==> config.mk <==
export PLATFORM = sky130hd
export DESIGN_NAME = oal_group
export DESIGN_NICKNAME = d
export VERILOG_FILES = /design/src/design/oal_pkg.sv /design/src/design/oal_group.sv
export SDC_FILE = /design/constraint.sdc
export NUM_CORES = 1
export LEC_CHECK = 0
export ABC_CLOCK_PERIOD_IN_PS = 1810
export BUFFER_PORTS_ARGS = -buffer_cell sky130_fd_sc_hd__buf_2
export CAP_MARGIN = 20
export CORE_AREA = 2 2 220 222
export DETAILED_ROUTE_END_ITERATION = 10
export DIE_AREA = 0 0 222 224
export GPL_ROUTABILITY_DRIVEN = 0
export GPL_TIMING_DRIVEN = 1
export SLEW_MARGIN = 20
export SYNTH_ARGS = -nofsm -noshare
export SYNTH_HDL_FRONTEND = slang
export SYNTH_SLANG_ARGS = --single-unit
==> constraint.sdc <==
create_clock -name clk -period 1.81 [get_ports clk]
set_input_delay 0.362 -clock clk [delete_from_list [all_inputs] [get_ports clk]]
set_output_delay 0.362 -clock clk [all_outputs]
set_load 0.02 [all_outputs]
==> src/design/oal_pkg.sv <==
// Package for the ordered array list engine: operation and status codes,
// the per-cell command type and the size constants.
// No dependencies.
`default_nettype none

package oal_pkg;

    // Default number of list cells.
    localparam int OAL_DEPTH = 128;

    // Cells per group in the registered read and search tree.
    localparam int OAL_GROUP      = 16;
    localparam int OAL_GROUP_BITS = 4;

    // Payload widths fixed by the transaction format.
    localparam int OAL_DATA_W  = 32;
    localparam int OAL_POS_W   = 7;
    localparam int OAL_COUNT_W = 8;

    typedef enum logic [2:0] {
        OP_CLEAR  = 3'd0,
        OP_INSERT = 3'd1,
        OP_DELETE = 3'd2,
        OP_SEARCH = 3'd3,
        OP_READ   = 3'd4
    } op_t;

    typedef enum logic [1:0] {
        ST_OK     = 2'd0,
        ST_BADPOS = 2'd1,
        ST_FULL   = 2'd2,
        ST_NOTFND = 2'd3
    } status_t;

    // Command broadcast to every cell of the chain.
    typedef struct packed {
        logic do_insert;
        logic do_delete;
    } cell_cmd_t;

endpackage

`default_nettype wire

==> src/design/oal_group.sv <==
// First level of the registered read and search tree: selects one entry of a
// group of cells and finds the group's first matching cell. Uses oal_pkg.
`default_nettype none

module oal_group
    import oal_pkg::*;
(
    input  wire logic                                clk,
    input  wire logic [OAL_GROUP-1:0][31:0]          ents,
    input  wire logic [OAL_GROUP-1:0]                hits,
    input  wire logic [OAL_GROUP_BITS-1:0]           sel,
    output logic signed [31:0]                       sel_data,
    output logic                                     any_hit,
    output logic [OAL_GROUP_BITS-1:0]                first_hit
);

    logic signed [31:0]          sel_data_reg;
    logic                        any_hit_reg;
    logic [OAL_GROUP_BITS-1:0]   first_hit_reg;
    logic [OAL_GROUP_BITS-1:0]   first_hit_next;

    // Lowest matching cell wins.
    always_comb
    begin
        first_hit_next = '0;
        for (int i = OAL_GROUP - 1; i >= 0; i--)
        begin
            if (hits[i])
            begin
                first_hit_next = OAL_GROUP_BITS'(i);
            end
        end
    end

    always_ff @(posedge clk)
    begin
        sel_data_reg  <= ents[sel];
        any_hit_reg   <= |hits;
        first_hit_reg <= first_hit_next;
    end

    assign sel_data  = sel_data_reg;
    assign any_hit   = any_hit_reg;
    assign first_hit = first_hit_reg;

endmodule

`default_nettype wire

==> impl_metrics.toml <==
[cts]
cts-hold-fix-buffers = 0
cts_buffers = 5
post_cts.repair.setup_buffers = 0
cts_tree = "done"
cts_max_path_buffers = 2
ctsResizeCount = 0
clk_pin_slew_worst_paths_ns = 0.07
cts-root-buf = "clkbuf_16"
htreeDepth = 2
clock_sinks = 37

[floorplanning]
design.die.area_mm2 = 0.04973
rows = 80
io_pins = 570
die_h_um = 224
fp.dieW_um = 222
start_util = 0.09746
core_mm2 = 0.04735

[finish]
area_growth_pct = 88.45
final_cell_mix = "buf_2 (567), mux4_2 (128), a22oi_1 (64)"
num-nets-final = 1449
nFillCells = 5208
multiInputGateArea_mm2 = 0.003677
drive_above_1_share = 0.8208
layout_commonest_cell = "buf_2"
largest_reg_flops = 32
seq_area_um2 = 740.7

[synthesis]
seq_area_frac_synth = 0.1605
synth_edf_count = 0
synth_xor_area_frac = 0
synth_seq_cells = 37
yosysTopAreaCellShare = 0.6247
synth_top_area_cell = "mux4_2"
yosys.area_share.adder = 0
synthCells = 339
synth_compound_area_frac = 0.1207
synth_area_per_cell_um2 = 13.61
synth_top_family_by_area = "multiplexers"
ys_warn_count = 0
syn_area_mm2 = 0.004614
synthFlopType = "dfxtp_1"
netlist-cell-type-count = 24
synthTopCellsByArea = "mux4_2 (62%), dfxtp_1 (16%), a22oi_1 (10%)"
synth-async-reset-ratio = 0
syn-num-nets = 872
synth_mux_area_frac = 0.6247
synthSimpleGateAreaFrac = 0.04637

[power_and_ir_drop]
power.density_mw_per_mm2 = 452.0
comb_power_share = 0.515
p_leak_nw = 4.045
switchingPower_mw = 1.405
vdd_drop_max_mv = 0.2970
p_clk_frac = 0.238
intPower_mw = 2.526
seqPwrFrac = 0.247
swShare = 0.3574

[worst_setup_path]
critPathBufInv = 2
cp-start-kind = "input pin"
cp-startpoint = "sel[0]"
required_ns = 2.00
slowest_stage = "mux4_2"
endpoint_kind = "flop"
crit_type = "input pin to flop"
cp_data_arrival_time_ns = 1.85
crit_chain = "clkbuf_8, buf_4, mux4_2, a22oi_1, nand2_1"
cp_top_family = "multiplexers"
cpPeakStageDelay_ns = 0.53
cp_max_fo = 10

[timing]
finalWorstSetupSlack_ns = 0.1446
setup_viol_count_final = 0
period_share = 0.9201
holdWs_ns = 0.2911
slew-limit-headroom = 0.6480
max_slew.worst_pin.slew_ns = 0.5279
slew_viol_final = 0
fin_crit_ns = 1.665
hold_viol = 0
rsz0062_at_grt = "false"
fmax_mhz = 600.4

[min_path]
hp-start = "hits[0]"
hold_class = "input pin to flop"

[drt]
routedWlPerCell_um = 20.84
ant_nets = 0
drc = 0
first_iter_violations = 416
wirelength_mm = 32.05
firstDrtPassIters = 5
vias = 6391
via_per_inst = 4.155

[grt]
grt_max_degree = 47
antenna_found_initial = 10
track_usage = 0.1227
grt_pass1_wl_mm = 43.63
grt_pass1_vias = 6840
grt-ovfl-total = 0

[run_status]
outcome = "finished clean"

[placed_design]
hpwl_mm = 28.04
preCtsSetupSlack_ns = -0.2013
io_buffers = 569

[flow_run]
maxCapViolCount = 0
==> synthesized netlist by cell type (all sizes together) (2+ instances only) <==
library cell,number
a21oi,3
a22oi,64
buf,26
clkbuf,17
dfxtp,37
inv,4
mux4,128
nand2,35
nand3,2
nor2,9
nor2b,2
nor4,2
==> kinds of logic after synthesis <==
kind of cell           count (synthesis)
muxes                                128
AOI/OAI and AO/OA                     75
and+or+nand+nor                       52
buffers and inverters                 47
DFF                                   37
==> layout make-up <==
class / count / share of cell area
clock buffers: 5 / 0.01439
multi-input cells: 255 / 0.4229
diodes: 8 / 0.002302
clock inverters: 1 / 0.0005755
inverters: 4 / 0.001727
repair buffers: 613 / 0.3845
well taps: 615 / 0.08849
flip-flops and latches: 37 / 0.08518
==> metal layers <==
metal / vias up / share of wire / track usage
li1: 2674 / - / -
met1: 3156 / 0.36 / 0.1335
met2: 479 / 0.49 / 0.2130
met3: 78 / 0.087 / 0.03082
met4: 4 / 0.058 / 0.07912
met5: - / 0.00059 / 0
==> stage by stage <==
| step | TNS, ns | power [mW] | std cells | utilization | instance area, um^2 |
|---|---|---|---|---|---|
| detailed placement | -1.633 | 3.016 | 1524 | 0.1805 | 8546 |
| global placement | -1.278 | 2.986 | 1524 | 0.1805 | 8546 |
| floorplan | 0 | 1.905 | 339 | - | 4614 |
| global route | 0 | 4.191 | 1536 | 0.1836 | 8691 |
| finish | 0 | 3.930 | 1538 | 0.1837 | 8696 |
| CTS | 0 | 4.057 | 1530 | 0.1832 | 8676 |
==> final timing paths <==
path,slack [ns],cells past startpoint,to
max,0.14,5,sel_data[1]
min,0.29,2,first_hit[0]
==> power groups by stage <==
stage	Clock, mW	Combinational (mW)	Sequential (mW)
after floorplan	0	0.804	1.10
after global placement	0	1.99	0.995
after detailed placement	0	2.02	0.994
after CTS	1.05	2.03	0.975
after global routing	1.07	2.14	0.978
final	0.936	2.02	0.970
No activity file was read; power rests on OpenSTA's default activity.
