### src/design/oal_pkg.sv
// Package for the ordered array list engine: operation and status codes,
// the per-cell command type and the size constants.
// No dependencies.
`default_nettype none

package oal_pkg;

    // Default number of list cells.
    localparam int OAL_DEPTH = 128;

    // Cells per group in the registered read and search tree.
    localparam int OAL_GROUP      = 16;
    localparam int OAL_GROUP_BITS = 4;

    // Payload widths fixed by the transaction format.
    localparam int OAL_DATA_W  = 32;
    localparam int OAL_POS_W   = 7;
    localparam int OAL_COUNT_W = 8;

    typedef enum logic [2:0] {
        OP_CLEAR  = 3'd0,
        OP_INSERT = 3'd1,
        OP_DELETE = 3'd2,
        OP_SEARCH = 3'd3,
        OP_READ   = 3'd4
    } op_t;

    typedef enum logic [1:0] {
        ST_OK     = 2'd0,
        ST_BADPOS = 2'd1,
        ST_FULL   = 2'd2,
        ST_NOTFND = 2'd3
    } status_t;

    // Command broadcast to every cell of the chain.
    typedef struct packed {
        logic do_insert;
        logic do_delete;
    } cell_cmd_t;

endpackage

`default_nettype wire

### src/design/oal_cell.sv
// One cell of the list chain: holds one entry, shifts it to or takes it from
// its neighbors, and compares it with the search key. Uses oal_pkg.
`default_nettype none

module oal_cell
    import oal_pkg::*;
#(
    parameter int IDX = 0,
    parameter int PW  = 7
)
(
    input  wire logic                  clk,
    input  wire cell_cmd_t             cmd,
    input  wire logic [PW-1:0]         pos,
    input  wire logic signed [31:0]    key,
    input  wire logic signed [31:0]    left_entry,
    input  wire logic signed [31:0]    right_entry,
    output logic signed [31:0]         entry,
    output logic                       match
);

    localparam logic [PW-1:0] IDX_V = PW'(IDX);

    logic signed [31:0] entry_reg;
    logic signed [31:0] entry_next;

    // Insert loads the key at the position and moves later cells up; delete
    // pulls the right neighbor into this cell from the position onward.
    always_comb
    begin
        priority if (cmd.do_insert && (IDX_V == pos))
        begin
            entry_next = key;
        end
        else if (cmd.do_insert && (IDX_V > pos))
        begin
            entry_next = left_entry;
        end
        else if (cmd.do_delete && (IDX_V >= pos))
        begin
            entry_next = right_entry;
        end
        else
        begin
            entry_next = entry_reg;
        end
    end

    // Entry storage is payload and needs no reset.
    always_ff @(posedge clk)
    begin
        entry_reg <= entry_next;
    end

    assign entry = entry_reg;
    assign match = (entry_reg == key);

endmodule

`default_nettype wire

### config.mk
export PLATFORM = sky130hd
export DESIGN_NAME = oal_cell
export DESIGN_NICKNAME = d
export VERILOG_FILES = /design/src/design/oal_pkg.sv /design/src/design/oal_cell.sv
export SDC_FILE = /design/constraint.sdc
export NUM_CORES = 1
export LEC_CHECK = 0
export ABC_AREA = 1
export BUFFER_PORTS_ARGS = -buffer_cell sky130_fd_sc_hd__buf_2
export CAP_MARGIN = 10
export CORE_MARGIN = 3
export CORE_UTILIZATION = 46
export CTS_CLUSTER_SIZE = 8
export DETAILED_ROUTE_END_ITERATION = 16
export HOLD_SLACK_MARGIN = 0.03
export PLACE_DENSITY = 0.83
export SLEW_MARGIN = 20
export SYNTH_ARGS = -nofsm -noshare
export SYNTH_HDL_FRONTEND = slang
export SYNTH_SLANG_ARGS = --single-unit
### constraint.sdc
create_clock -name clk -period 5.7 [get_ports clk]
set_clock_uncertainty 0.2 [all_clocks]
set_input_delay 1.14 -clock clk [delete_from_list [all_inputs] [get_ports clk]]
set_output_delay 1.14 -clock clk [all_outputs]
set_load 0.01 [all_outputs]
==> flow_summary.toml <==
[grt]
grt_max_degree = 63
antenna_found_initial = 0
grt_overflow = 0
first_global_vias = 1886
wire_length_of_the_first_global_routing_pass_mm = 7.65
grt_usage_pct = 17.7

[drt]
antenna_left = 0
routed_wire_length_per_instance_um = 10.5
detail_route.vias_per_cell = 4.56
dr_total_vias = 2070
finalWirelength_mm = 4.78
dr.pass1.iters = 4
drc_errors = 0
drt_iter0_drc = 65

[clocking]
clock_buffers_created_by_tritoncts = 5
root_buffer = "clkbuf_8"
number_of_buffers_inserted_to_repair_setup_after_cts = 0
postCtsResizedCells = 0
cts_tree = "yes"
clock_tree.buffer_depth = 2
cts.reportedPaths.clkPinSlew_ps = 70
numClockSinks = 32
htreeDepth = 2
cts_hold_repair.buffers = 0

[timing]
hold_viol_final = 0
grt_setup_unrepaired = "false"
max_slew_margin_pct = 48.1
max_slew.worst_pin.slew_ps = 778
min_period_over_period_pct = 62.9
final-setup-viol-count = 0
timing.final.max_slew_violations = 0
fmaxAchievable_ghz = 0.279
post_route_minimum_period_ps = 3590
final.setup.tns_ps = 0

[yosys]
yosys_warnings = 0
async_flop_share_pct = 0
synth_most_common_cell = "nand2_1"
ys_seq_elements = 32
synthesis.nets = 399
ys.flop_type = "edfxtp_1"
post_synth.cell_area_avg_um2 = 7.43
synth.yosys.seq_area_share_pct = 44.1
synth_largest_area_cell = "edfxtp_1"
syn-instance-count = 293
yosys-top-cells-area = "edfxtp_1 44%, nand2_1 23%, o21ai_2 12%"
post_synth_num_cell_types = 12
synth_area_um2 = 2180
synth_edf_count = 32
netlist.area_leader.share_pct = 44.1
synth_commonest_cells = "135 x nand2_1, 59 x inv_1, 32 x edfxtp_1"

[pwr]
proportion_of_power_drawn_by_combinational_gates_pct = 14.6
seq_power_share_pct = 53.0
worst_ir_drop_vdd_v = 0.0000869
power_share_of_the_clock_group_pct = 32.4
switching_share_pct = 22.9
leakage_nw = 1.62
net-switching-power_mw = 0.113
power-per-cell-area_nw_per_um2 = 177
p_int_mw = 0.381

[hold_path]
holdCritPathClass = "input port to register"
holdCritStartpoint = "right_entry[6]"
worstHoldPathCells = 3
whs_endpoint = "entry[6]"

[final_layout]
area_growth_pct = 28.3
fin_cells = 454
n_antenna_cell = 0
drive_above_1_share_pct = 35.8
largest_register_ff_count = 32
fin_nets = 507
fillCellCount = 403

[critical_path]
timing.critical_path.cells = "buf_2 > or2_4 > nor3_4 > nand2_4 > nand2_1 > buf_4"
timing.critical_path.max_delay_family = "simple AND/OR/NAND/NOR gates"
worstSetupPathType = "input port to register"
worst_setup_path_start_kind = "input port"
timing.critical_path.to_type = "register"
timing.critical_path.required_ps = 5460
critical_path.max_fanout = 62
critical_path.slowest_cell = "nand2_1"
crit_buf_inv = 2
cp.arrival_ps = 3340
crit_path_max_incr_delay_ps = 710

[place]
port_buffers = 106
detailedPlacementHpwl_mm = 3.83
dp.cells = 446
gp_routability_congestion = 0.733

[floorplan]
initial_core_utilization_pct = 48.7
dieArea_um2 = 5590
fp.dieW_um = 74.8
std_cell_rows = 24
floorplan.die.height_um = 74.8
boundaryPins = 139
core_area_um2 = 4470

[status]
outcome = "complete, no violations"

[run]
maxCapViolCount = 0
per-stage QoR:
stage                     hold slack, ps  worst slack, ps  cell area [um2]  total power [mW]  util (%)
after floorplan                     1120             2460             2180             0.305         -
after global placement              1210             1810             2710             0.336      60.6
after detailed placement            1210             1760             2710             0.340      60.6
final                                926             2110             2790             0.494      62.4
after CTS                            917             2030             2790             0.501      62.4
after global routing                 928             1910             2790             0.520      62.4
power groups by stage:
| stage | clock network (mW) | logic, mW | registers, mW |
|---|---|---|---|
| detailed placement | 0 | 0.0726 | 0.267 |
| CTS | 0.167 | 0.0728 | 0.262 |
| global route | 0.175 | 0.0823 | 0.262 |
| floorplan | 0 | 0.0371 | 0.268 |
| finish | 0.160 | 0.0719 | 0.262 |
| global placement | 0 | 0.0695 | 0.267 |
routing by layer:
metal  vias to the layer above  wire, um  GRT usage [%]
li1                       1099         -              -
met1                       899      2060           20.5
met2                        70      2370           32.2
met3                         2       329           5.34
met4                         0        19           3.56
met5                         -         0              0
placed cells by master, fill, tap and decap left out, types with 2 or more instances in the layout:
cell type	synthesis	final
nand3_1	3	3
clkbuf_8	0	5
inv_1	59	59
xor2_1	3	3
clkbuf_1	0	2
nand2_1	135	135
edfxtp_1	32	32
nor2_1	22	22
buf_2	0	106
o21ai_2	29	29
how the worst max path moves through the flow:
stage / from / endpoint / slack (ps) / depth (start not counted)
2_1_floorplan: pos[2] / entry[0] / 2460 / 5
3_3_place_gp: pos[2] / entry[7] / 1810 / 6
3_5_place_dp: pos[2] / entry[3] / 1760 / 6
4_1_cts: pos[2] / entry[8] / 2030 / 6
5_1_grt: pos[2] / entry[11] / 1910 / 6
6_report: pos[2] / entry[13] / 2110 / 6
final cells by class:
class / count / area [um2] / area share [%]
repair buffers: 107 / 538 / 19.3
clock inverters: 1 / 3.75 / 0.134
flip-flops and latches: 32 / 961 / 34.4
well taps: 52 / 65.1 / 2.33
inverters: 59 / 221 / 7.93
clock buffers: 7 / 76.3 / 2.73
multi-input cells: 196 / 927 / 33.2
logic make-up after synthesis:
logic type / synth area share [%]
flops: 44.1
compound gates: 11.7
simple gates: 29.7
buf+inv: 13.3
xor+xnor: 1.21
Note: power is estimated with default switching activity, not from simulation.
